===== src/hdl/lpf_pkg.sv =====
// lpf_pkg: shared type for the largest prime factor block
// holds the sequencer state enum; no dependencies
package lpf_pkg;

  typedef enum logic [2:0] {
    ST_IDLE,
    ST_STRIP,
    ST_CHECK,
    ST_DIV,
    ST_EVAL,
    ST_DONE
  } state_t;

endpackage


===== src/hdl/lpf_if.sv =====
// lpf_in_if / lpf_out_if: valid-ready channels of the largest prime factor block
// parameterised on the number width; no package dependencies
interface lpf_in_if #(
  parameter int WIDTH = 31
);
  logic             valid;
  logic             ready;
  logic [WIDTH-1:0] value;

  modport source (output valid, output value, input ready);
  modport sink (input valid, input value, output ready);
endinterface

interface lpf_out_if #(
  parameter int WIDTH = 31
);
  logic             valid;
  logic             ready;
  logic [WIDTH-1:0] largest_factor;

  modport source (output valid, output largest_factor, input ready);
  modport sink (input valid, input largest_factor, output ready);
endinterface


===== src/hdl/largest_prime_factor_top.sv =====
// largest_prime_factor_top: largest prime factor by trial division
// uses lpf_pkg (state enum) and lpf_in_if / lpf_out_if (channels)
//
//   channel    dir   payload                       handshake
//   in_chan    in    value [NUMBER_WIDTH-1:0]      valid/ready, ready only when idle
//   out_chan   out   largest_factor [NUMBER_WIDTH-1:0]  valid/ready, registered
//
// one item at a time through a restoring divider shared by every trial:
// factors of two are stripped first in ST_STRIP, then ST_CHECK tries each
// odd divisor while its square is at most the value, ST_DIV divides bit by
// bit and ST_EVAL divides again by the same divisor after an exact division
// or moves to the next odd divisor; ST_DONE then returns to idle.
// worst case 23169 divisors for 31-bit values.
// rst_n is synchronous and active low; it clears the sequencer and out valid.
// a held result in the output register does not block the next transaction,
// but a finishing item waits in ST_DONE until out_chan.ready takes the old one.
module largest_prime_factor_top #(
  parameter int NUMBER_WIDTH = 31
) (
  input  logic           clk,
  input  logic           rst_n,
  lpf_in_if.sink         in_chan,
  lpf_out_if.source      out_chan
);

  localparam int W     = NUMBER_WIDTH;
  localparam int CNT_W = $clog2(NUMBER_WIDTH);

  lpf_pkg::state_t state_r, state_nxt;

  logic [W-1:0]     n_r, n_nxt;        // value still to factor
  logic [W-1:0]     d_r, d_nxt;        // current odd divisor
  logic [W+1:0]     sq_r, sq_nxt;      // d squared, kept by increments
  logic [W-1:0]     best_r, best_nxt;
  logic [W-1:0]     quo_r, quo_nxt;
  logic [W-1:0]     rem_r, rem_nxt;
  logic [CNT_W-1:0] cnt_r, cnt_nxt;
  logic [W-1:0]     res_r, res_nxt;
  logic             out_valid_r, out_valid_nxt;
  logic [W-1:0]     out_factor_r, out_factor_nxt;

  // divider step
  logic [W:0]   rem_sh;
  logic [W:0]   diff;
  logic         fits;
  logic         sq_le_n;
  logic         out_free;

  assign rem_sh   = {rem_r, quo_r[W-1]};
  assign diff     = rem_sh - {1'b0, d_r};
  assign fits     = !diff[W];
  assign sq_le_n  = (sq_r <= {2'b00, n_r});
  assign out_free = !out_valid_r || out_chan.ready;

  assign in_chan.ready           = (state_r == lpf_pkg::ST_IDLE);
  assign out_chan.valid          = out_valid_r;
  assign out_chan.largest_factor = out_factor_r;

  // next state
  always_comb begin
    state_nxt = state_r;
    case (state_r)
      lpf_pkg::ST_IDLE: begin
        if (in_chan.valid) state_nxt = lpf_pkg::ST_STRIP;
      end
      lpf_pkg::ST_STRIP: begin
        if (!n_r[0] && n_r > W'(1)) state_nxt = lpf_pkg::ST_STRIP;
        else if (n_r == W'(1))      state_nxt = lpf_pkg::ST_DONE;
        else                        state_nxt = lpf_pkg::ST_CHECK;
      end
      lpf_pkg::ST_CHECK: begin
        if (sq_le_n) state_nxt = lpf_pkg::ST_DIV;
        else         state_nxt = lpf_pkg::ST_DONE;
      end
      lpf_pkg::ST_DIV: begin
        if (cnt_r == '0) state_nxt = lpf_pkg::ST_EVAL;
      end
      lpf_pkg::ST_EVAL: begin
        if (rem_r == '0) state_nxt = lpf_pkg::ST_DIV;
        else             state_nxt = lpf_pkg::ST_CHECK;
      end
      lpf_pkg::ST_DONE: begin
        if (out_free) state_nxt = lpf_pkg::ST_IDLE;
      end
      default: state_nxt = lpf_pkg::ST_IDLE;
    endcase
  end

  // datapath and outputs
  always_comb begin
    n_nxt          = n_r;
    d_nxt          = d_r;
    sq_nxt         = sq_r;
    best_nxt       = best_r;
    quo_nxt        = quo_r;
    rem_nxt        = rem_r;
    cnt_nxt        = cnt_r;
    res_nxt        = res_r;
    out_valid_nxt  = out_valid_r;
    out_factor_nxt = out_factor_r;
    if (out_valid_r && out_chan.ready) out_valid_nxt = 1'b0;
    case (state_r)
      lpf_pkg::ST_IDLE: begin
        n_nxt    = in_chan.value;
        d_nxt    = W'(3);
        sq_nxt   = (W+2)'(9);
        best_nxt = '0;
      end
      lpf_pkg::ST_STRIP: begin
        if (!n_r[0] && n_r > W'(1)) n_nxt = n_r >> 1;
        else if (n_r == W'(1))      res_nxt = W'(2);
      end
      lpf_pkg::ST_CHECK: begin
        quo_nxt = n_r;
        rem_nxt = '0;
        cnt_nxt = CNT_W'(W - 1);
        // no divisor left to try: leftover above one is the answer
        if (!sq_le_n) res_nxt = (n_r > W'(1)) ? n_r : best_r;
      end
      lpf_pkg::ST_DIV: begin
        rem_nxt = fits ? diff[W-1:0] : rem_sh[W-1:0];
        quo_nxt = {quo_r[W-2:0], fits};
        cnt_nxt = cnt_r - CNT_W'(1);
      end
      lpf_pkg::ST_EVAL: begin
        if (rem_r == '0) begin
          // divide out again with the same divisor
          best_nxt = d_r;
          n_nxt    = quo_r;
          rem_nxt  = '0;
          cnt_nxt  = CNT_W'(W - 1);
        end else begin
          // (d+2)^2 = d^2 + 4d + 4
          d_nxt  = d_r + W'(2);
          sq_nxt = sq_r + {d_r, 2'b00} + (W+2)'(4);
        end
      end
      lpf_pkg::ST_DONE: begin
        if (out_free) begin
          out_valid_nxt  = 1'b1;
          out_factor_nxt = res_r;
        end
      end
      default: ;
    endcase
  end

  always_ff @(posedge clk) begin
    if (!rst_n) begin
      state_r     <= lpf_pkg::ST_IDLE;
      out_valid_r <= 1'b0;
    end else begin
      state_r     <= state_nxt;
      out_valid_r <= out_valid_nxt;
    end
  end

  always_ff @(posedge clk) begin
    n_r          <= n_nxt;
    d_r          <= d_nxt;
    sq_r         <= sq_nxt;
    best_r       <= best_nxt;
    quo_r        <= quo_nxt;
    rem_r        <= rem_nxt;
    cnt_r        <= cnt_nxt;
    res_r        <= res_nxt;
    out_factor_r <= out_factor_nxt;
  end

  // a trial divisor is always odd and at least three
  a_div_odd: assert property (@(posedge clk) disable iff (!rst_n)
    state_r == lpf_pkg::ST_DIV |-> d_r[0] && d_r >= W'(3))
    else $error("trial divisor not odd or below three");

  // a failed trial moves on to the next odd divisor
  a_next_div: assert property (@(posedge clk) disable iff (!rst_n)
    state_r == lpf_pkg::ST_EVAL && rem_r != '0 |=> d_r == $past(d_r) + W'(2))
    else $error("divisor did not advance by two");

  // an exact division always shrinks the value
  a_shrink: assert property (@(posedge clk) disable iff (!rst_n)
    state_r == lpf_pkg::ST_EVAL && rem_r == '0 |-> quo_r < n_r)
    else $error("exact division did not reduce the value");

  // the answer is zero, two or a prime of at least three, never one
  a_not_one: assert property (@(posedge clk) disable iff (!rst_n)
    out_valid_r |-> out_factor_r != W'(1))
    else $error("result of one delivered");

endmodule


===== src/flat_wrapper.sv =====
// flat-port wrapper written by rule: the top's interface ports become plain ports
module largest_prime_factor_top_flat 
#(
  parameter int NUMBER_WIDTH = 31
)
  (clk, rst_n, in_chan_valid, in_chan_value, in_chan_ready, out_chan_valid, out_chan_largest_factor, out_chan_ready);
  lpf_in_if #(.WIDTH((31))) in_chan_i ();
  lpf_out_if #(.WIDTH((31))) out_chan_i ();
  input  logic clk;
  input  logic rst_n;
  input wire logic [$bits(in_chan_i.valid)-1:0] in_chan_valid;
  input wire logic [$bits(in_chan_i.value)-1:0] in_chan_value;
  output wire logic [$bits(in_chan_i.ready)-1:0] in_chan_ready;
  output wire logic [$bits(out_chan_i.valid)-1:0] out_chan_valid;
  output wire logic [$bits(out_chan_i.largest_factor)-1:0] out_chan_largest_factor;
  input wire logic [$bits(out_chan_i.ready)-1:0] out_chan_ready;
  assign in_chan_i.valid = in_chan_valid;
  assign in_chan_i.value = in_chan_value;
  assign in_chan_ready = in_chan_i.ready;
  assign out_chan_valid = out_chan_i.valid;
  assign out_chan_largest_factor = out_chan_i.largest_factor;
  assign out_chan_i.ready = out_chan_ready;
  largest_prime_factor_top #(.NUMBER_WIDTH(NUMBER_WIDTH)) u_core (.clk(clk), .rst_n(rst_n), .in_chan(in_chan_i), .out_chan(out_chan_i));
endmodule

===== config.mk =====
export PLATFORM = sky130hd
export DESIGN_NAME = largest_prime_factor_top_flat
export DESIGN_NICKNAME = d
export VERILOG_FILES = /design/src/hdl/lpf_pkg.sv /design/src/hdl/lpf_if.sv /design/src/hdl/largest_prime_factor_top.sv /design/src/flat_wrapper.sv
export SDC_FILE = /design/constraint.sdc
export NUM_CORES = 1
export LEC_CHECK = 0
export ABC_AREA = 0
export BUFFER_PORTS_ARGS = -buffer_cell sky130_fd_sc_hd__buf_4
export CAP_MARGIN = 20
export CORE_AREA = 2 2 160 177
export CTS_CLUSTER_DIAMETER = 100
export DETAILED_ROUTE_END_ITERATION = 12
export DIE_AREA = 0 0 162 179
export PLACE_DENSITY = 0.72
export REMOVE_ABC_BUFFERS = 1
export SYNTH_ARGS = -nofsm -noshare
export SYNTH_HDL_FRONTEND = slang
export SYNTH_SLANG_ARGS = --single-unit

===== constraint.sdc =====
create_clock -name clk -period 9.72 [get_ports clk]
set_clock_uncertainty 0.2 [all_clocks]
set_input_delay 0.972 -clock clk [delete_from_list [all_inputs] [get_ports clk]]
set_output_delay 0.972 -clock clk [all_outputs]
set_load 0.05 [all_outputs]

# Yosys cells after proc, flatten, opt, wreduce, memory -nomap -nowiden
# Index checks and enable logic that the tools add are counted.
# totals
register_bits	259
output_inout_bits	33
input_bits	35
# classes
reduce_logical	21
eq_ne	15
magnitude_cmp	2
n_addsub	5
n_mux	31
# op_table
cell	count
$mux W31	10
$pmux W31 S2	4
$pmux W31 S3	2
$pmux W33 S2	1
$add A33 B3 Y33 const B	1
$add A33 B33 Y33	1
$le A33 B31 Y1	1
$mux W33	1
$sub A32 B31 Y32	1
$add A31 B2 Y31 const B	1
$eq A31 B1 Y1 const B	1
$gt A31 B1 Y1 const B	1
$logic_not A31 Y1	1
$mux W3	6
$pmux W3 S6	1
$pmux W5 S3	1
$ne A2 B1 Y1 const B	5
$ne A2 B2 Y1 const B	4
$reduce_and A2 Y1	4
$eq A3 B2 Y1 const B	2
$eq A3 B3 Y1 const B	2
$reduce_and A3 Y1	2
$reduce_bool A2 Y1	3
$reduce_bool A3 Y1	2
other kinds (10)	16

# Longest topological paths before layout
# logic_depth
word_depth	4
ltp_mapped	14
ltp_nobuf	12

# Worst setup path before layout
# OpenSTA, ideal clock, no wires.
# synth_timing
kind	flip-flop to flip-flop
start	reg u_core.state_r[0]
end	reg u_core.d_r[10], enable pin
period_less_slack_ns	4.424
stages_incl_launch_ff	4
t_required_ns	9.022
slack_ns	5.296
path_buffers	1
arrival_ns	3.726
cell_sequence	dfxtp_1 -> clkbuf_1 -> or2_2 -> a21oi_1
# synth_between
elab_chain_len	3
# synth_lines
element	line	source
start, declared	largest_prime_factor_top.sv:29	lpf_pkg::state_t state_r, state_nxt;
start signal, assigned	largest_prime_factor_top.sv:150	state_r <= lpf_pkg::ST_IDLE;
start signal, assigned	largest_prime_factor_top.sv:153	state_r <= state_nxt;
$eq A3 B3 Y1 or $logic_not A3 Y1 (tied branches)	largest_prime_factor_top.sv:102	case (state_r)
$ne A2 B2 Y1 (no source line) or $reduce_bool A2 Y1 (tied branches)	n/a	
$reduce_and A2 Y1 (no source line) (*)	n/a	
end signal, assigned	largest_prime_factor_top.sv:160	d_r <= d_nxt;
end, declared	largest_prime_factor_top.sv:32	logic [W-1:0] d_r, d_nxt;
# Every way passes the cells marked *; elsewhere a longest branch is shown, timed or not.
# A chain may end at the register's enable or synchronous reset.

# Worst setup path in the final report
# layout_timing
start	reg u_core.d_r[1]
end	reg u_core.rem_r[3], data pin
# layout_between
elab_chain_len	3
# layout_lines
element	line	source
$sub A32 B31 Y32	largest_prime_factor_top.sv:50	assign diff = rem_sh - {1'b0, d_r};
$mux W31	largest_prime_factor_top.sv:121	rem_nxt = fits ? diff[W-1:0] : rem_sh[W-1:0];
$pmux W31 S3	largest_prime_factor_top.sv:102	
end signal, assigned	largest_prime_factor_top.sv:164	rem_r <= rem_nxt;
end, declared	largest_prime_factor_top.sv:36	logic [W-1:0] rem_r, rem_nxt;
# No other way between the ends.

==> flow_metrics.py <==
metrics = {
    "synthesis": {
        "synth_top_area_share_pct": 51.2,
        "synthTopCellsByArea": "edfxtp_1, ha_1, nor2_1",
        "ys_seq_area_share_pct": 51.7,
        "synth_edf_count": 251,
        "syn_area_um2": 14700,
        "ys_seq_elements": 255,
        "synthFlopType": "edfxtp_1",
        "yosys_warnings": 0,
        "syn_avg_cell_area_um2": 10.5,
        "yosys.area.top_type": "edfxtp_1",
        "synthCells": 1401,
        "post_synth_num_cell_types": 67,
        "async_flop_share_pct": 0,
    },
    "outcome": {
        "status": "completed",
    },
    "die": {
        "die_h_um": 179,
        "start_util_pct": 53.8,
        "coreArea_um2": 27400,
        "io_pins": 68,
        "row_count": 64,
        "die_w_um": 162,
        "fp.dieArea_um2": 29000,
    },
    "grt": {
        "grt_pass1_vias": 10500,
        "grt_start_max_net_pins": 88,
        "grt_pass1_wl_um": 56000,
        "antenna_found_initial": 0,
        "grt_overflow": 0,
        "grtUsageTotal_pct": 24.4,
    },
    "cts": {
        "clock_path_buffers": 3,
        "clk_latency_ns": 0.54,
        "clk_pin_slew_ns": 0.06,
        "cts.htree.levels": 1,
        "hold_buffers": 0,
        "numCtsBuffers": 28,
        "tritoncts": "built",
        "root_buffer": "clkbuf_16",
        "clock_sinks": 255,
        "post_cts_buffers": 0,
        "ctsResizeCount": 0,
    },
    "worst_hold_path": {
        "min_from": "u_core.res_r[12]$_SDFFCE_PP0P_",
        "hold_depth": 0,
        "hold_end": "u_core.out_chan.largest_factor[12]$_DFFE_PP_",
        "min_path_type": "reg2reg",
    },
    "setup_path": {
        "critPathKind": "reg2reg",
        "critPathLaunchType": "flip-flop",
        "rrSetupSlack_ns": 5.63,
        "crit_fanout": 19,
        "crit_slowest_cell": "or2_1",
        "slowest_delay_ns": 0.74,
        "cp_cell_sequence": "inv_1, ha_1, a211o_1, a211oi_2, nor2_2, o21ai_2, a21boi_4, o311ai_4, or2_1, buf_4, mux2i_1, nor2_1",
        "end_kind": "flip-flop",
        "crit_family": "compound AO/OA/AOI/OAI gates",
        "reg2reg_depth": 12,
        "r2r_start": "u_core.d_r[1]$_SDFFCE_PP1P_",
        "critPathBufInv": 2,
        "required_ns": 9.79,
        "r2r-end": "u_core.rem_r[3]$_SDFFCE_PP0P_",
        "arrival_ns": 4.16,
    },
    "timing": {
        "fin_crit_sh_pct": 42.0,
        "tightest_slew_ns": 0.943,
        "final_max_slew_viol_count": 0,
        "fmax_mhz": 245,
        "tns_ns": 0,
        "slew_headroom_pct": 37.1,
        "setup_viol": 0,
        "hold_ws_ns": 0.220,
        "timing_hold_violations_final": 0,
        "rsz0062_at_grt": "false",
        "period_needed_ns": 4.09,
    },
    "finish": {
        "nets": 1618,
        "area_growth_pct": 12.4,
        "stdcell_count": 1848,
        "final_cell_mix": "edfxtp_1, nor2_1, nand2_1",
        "final_common_cell": "edfxtp_1",
        "num_antenna_cells": 0,
        "layout-drive-gt1-share_pct": 9.70,
        "fillers": 2226,
    },
    "routing": {
        "drc": 0,
        "vias": 10800,
        "via_per_inst": 5.83,
        "drt_iter0_drc": 868,
        "drtAntennaViolNets": 0,
        "routedWlPerCell_um": 19.0,
        "firstDrtPassIters": 7,
        "wl_um": 35100,
    },
    "pwr": {
        "pwr-share-comb_pct": 47.4,
        "power.share.clock_pct": 17.9,
        "power_frac_seq_pct": 34.6,
        "p_int_mw": 3.42,
        "p_sw_mw": 2.41,
        "p_leak_nw": 6.62,
        "p_sw_share_pct": 41.3,
        "p_per_area_nw_per_um2": 352,
        "peakVddDrop_mv": 0.168,
    },
    "place": {
        "gp_congestion": 0.911,
        "hpwl_um": 25300,
        "dpl.cell_count": 1796,
        "port_buffers": 67,
    },
    "run": {
        "drv_cap": 0,
    },
}
[power by group through the flow]
| stage | registers, mW | logic [mW] | clock network [mW] |
|---|---|---|---|
| 2_1_floorplan | 1.95 | 2.06 | 0 |
| 6_report | 2.02 | 2.76 | 1.04 |
| 3_3_place_gp | 2.02 | 2.68 | 0 |
| 4_1_cts | 2.01 | 2.74 | 1.06 |
| 5_1_grt | 2.05 | 3.09 | 1.11 |
| 3_5_place_dp | 2.02 | 2.72 | 0 |
[worst reg2reg max path, stage by stage (launching register included)]
cell and delay [ns]:
edfxtp_1 0.47, inv_1 0.15, ha_1 0.26, a211o_1 0.29
a211oi_2 0.22, nor2_2 0.09, o21ai_2 0.24, a21boi_4 0.12
o311ai_4 0.31, or2_1 0.74, buf_4 0.42, mux2i_1 0.27
nor2_1 0.05
[how the worst max path moves through the flow]
stage	from	endpoint	slack (ns)	depth (start not counted)
global route	u_core.d_r[12]$_SDFFCE_PP0P_	u_core.rem_r[6]$_SDFFCE_PP0P_	5.33	12
floorplan	u_core.state_r[0]$_SDFFE_PN0P_	u_core.best_r[0]$_SDFFCE_PP0P_	4.83	5
detailed placement	u_core.d_r[1]$_SDFFCE_PP1P_	u_core.rem_r[3]$_SDFFCE_PP0P_	5.57	12
finish	u_core.d_r[1]$_SDFFCE_PP1P_	u_core.rem_r[3]$_SDFFCE_PP0P_	5.63	12
CTS	u_core.d_r[1]$_SDFFCE_PP1P_	u_core.rem_r[3]$_SDFFCE_PP0P_	5.59	12
global placement	u_core.d_r[1]$_SDFFCE_PP1P_	u_core.rem_r[1]$_SDFFCE_PP0P_	5.75	12
[cell families after synthesis]
| kind of cell | synth area share, % |
|---|---|
| buf+inv | 3.53 |
| fa+ha+maj | 10.2 |
| simple gates | 14.7 |
| compound gates | 13.5 |
| flops | 51.7 |
| mux | 1.83 |
| xor+xnor | 4.58 |
[synthesized netlist by cell type, types with 20 or more instances]
cell / number
clkbuf_1: 37
xnor2_1: 60
ha_1: 117
o21ai_0: 69
a21o_1: 38
nor2_1: 179
a22oi_1: 30
nand3_1: 25
nand2_1: 145
nor3_1: 30
a21oi_1: 92
nand4_1: 20
mux2i_1: 27
inv_1: 82
edfxtp_1: 251
[registers in the layout, summed over array words and instances (netlist names)]
| register | cells |
|---|---|
| u_core.best_r | 31 |
| u_core.n_r | 31 |
| u_core.out_chan.largest_factor | 31 |
| u_core.quo_r | 31 |
| u_core.rem_r | 31 |
| u_core.res_r | 31 |
| u_core.d_r | 30 |
| u_core.sq_r | 30 |
| u_core.cnt_r | 5 |
| u_core.state_r | 3 |
| u_core.out_chan.valid | 1 |
[routing by layer]
| metal | wire length, um | GRT usage [%] | share of wire [%] |
|---|---|---|---|
| met3 | 2220 | 2.85 | 6.3 |
| met4 | 669 | 5.72 | 1.9 |
| met2 | 17000 | 42.1 | 48 |
| met5 | 0 | 0 | 0 |
| met1 | 15300 | 33.4 | 43 |
[through the flow]
stage / cell area (um^2) / setup WS, ns / utilization [%] / power [mW]
floorplan: 14500 / 4.83 / - / 4.01
global placement: 15600 / 5.75 / 57.1 / 4.70
detailed placement: 15600 / 5.57 / 57.1 / 4.74
CTS: 16500 / 5.59 / 60.4 / 5.81
global route: 16600 / 5.33 / 60.5 / 6.25
finish: 16600 / 5.63 / 60.5 / 5.82
[area by class of cell]
| cell class | instances | area, um^2 | area share, % |
|---|---|---|---|
| clock buffer | 36 | 752 | 4.54 |
| clock inverter | 15 | 153 | 0.922 |
| inverter | 82 | 308 | 1.86 |
| multi-input combinational | 1014 | 6630 | 40.1 |
| sequential | 255 | 7620 | 46.0 |
| tap | 363 | 454 | 2.74 |
| timing repair buffer | 83 | 643 | 3.88 |
No activity file was read; power rests on OpenSTA's default activity.
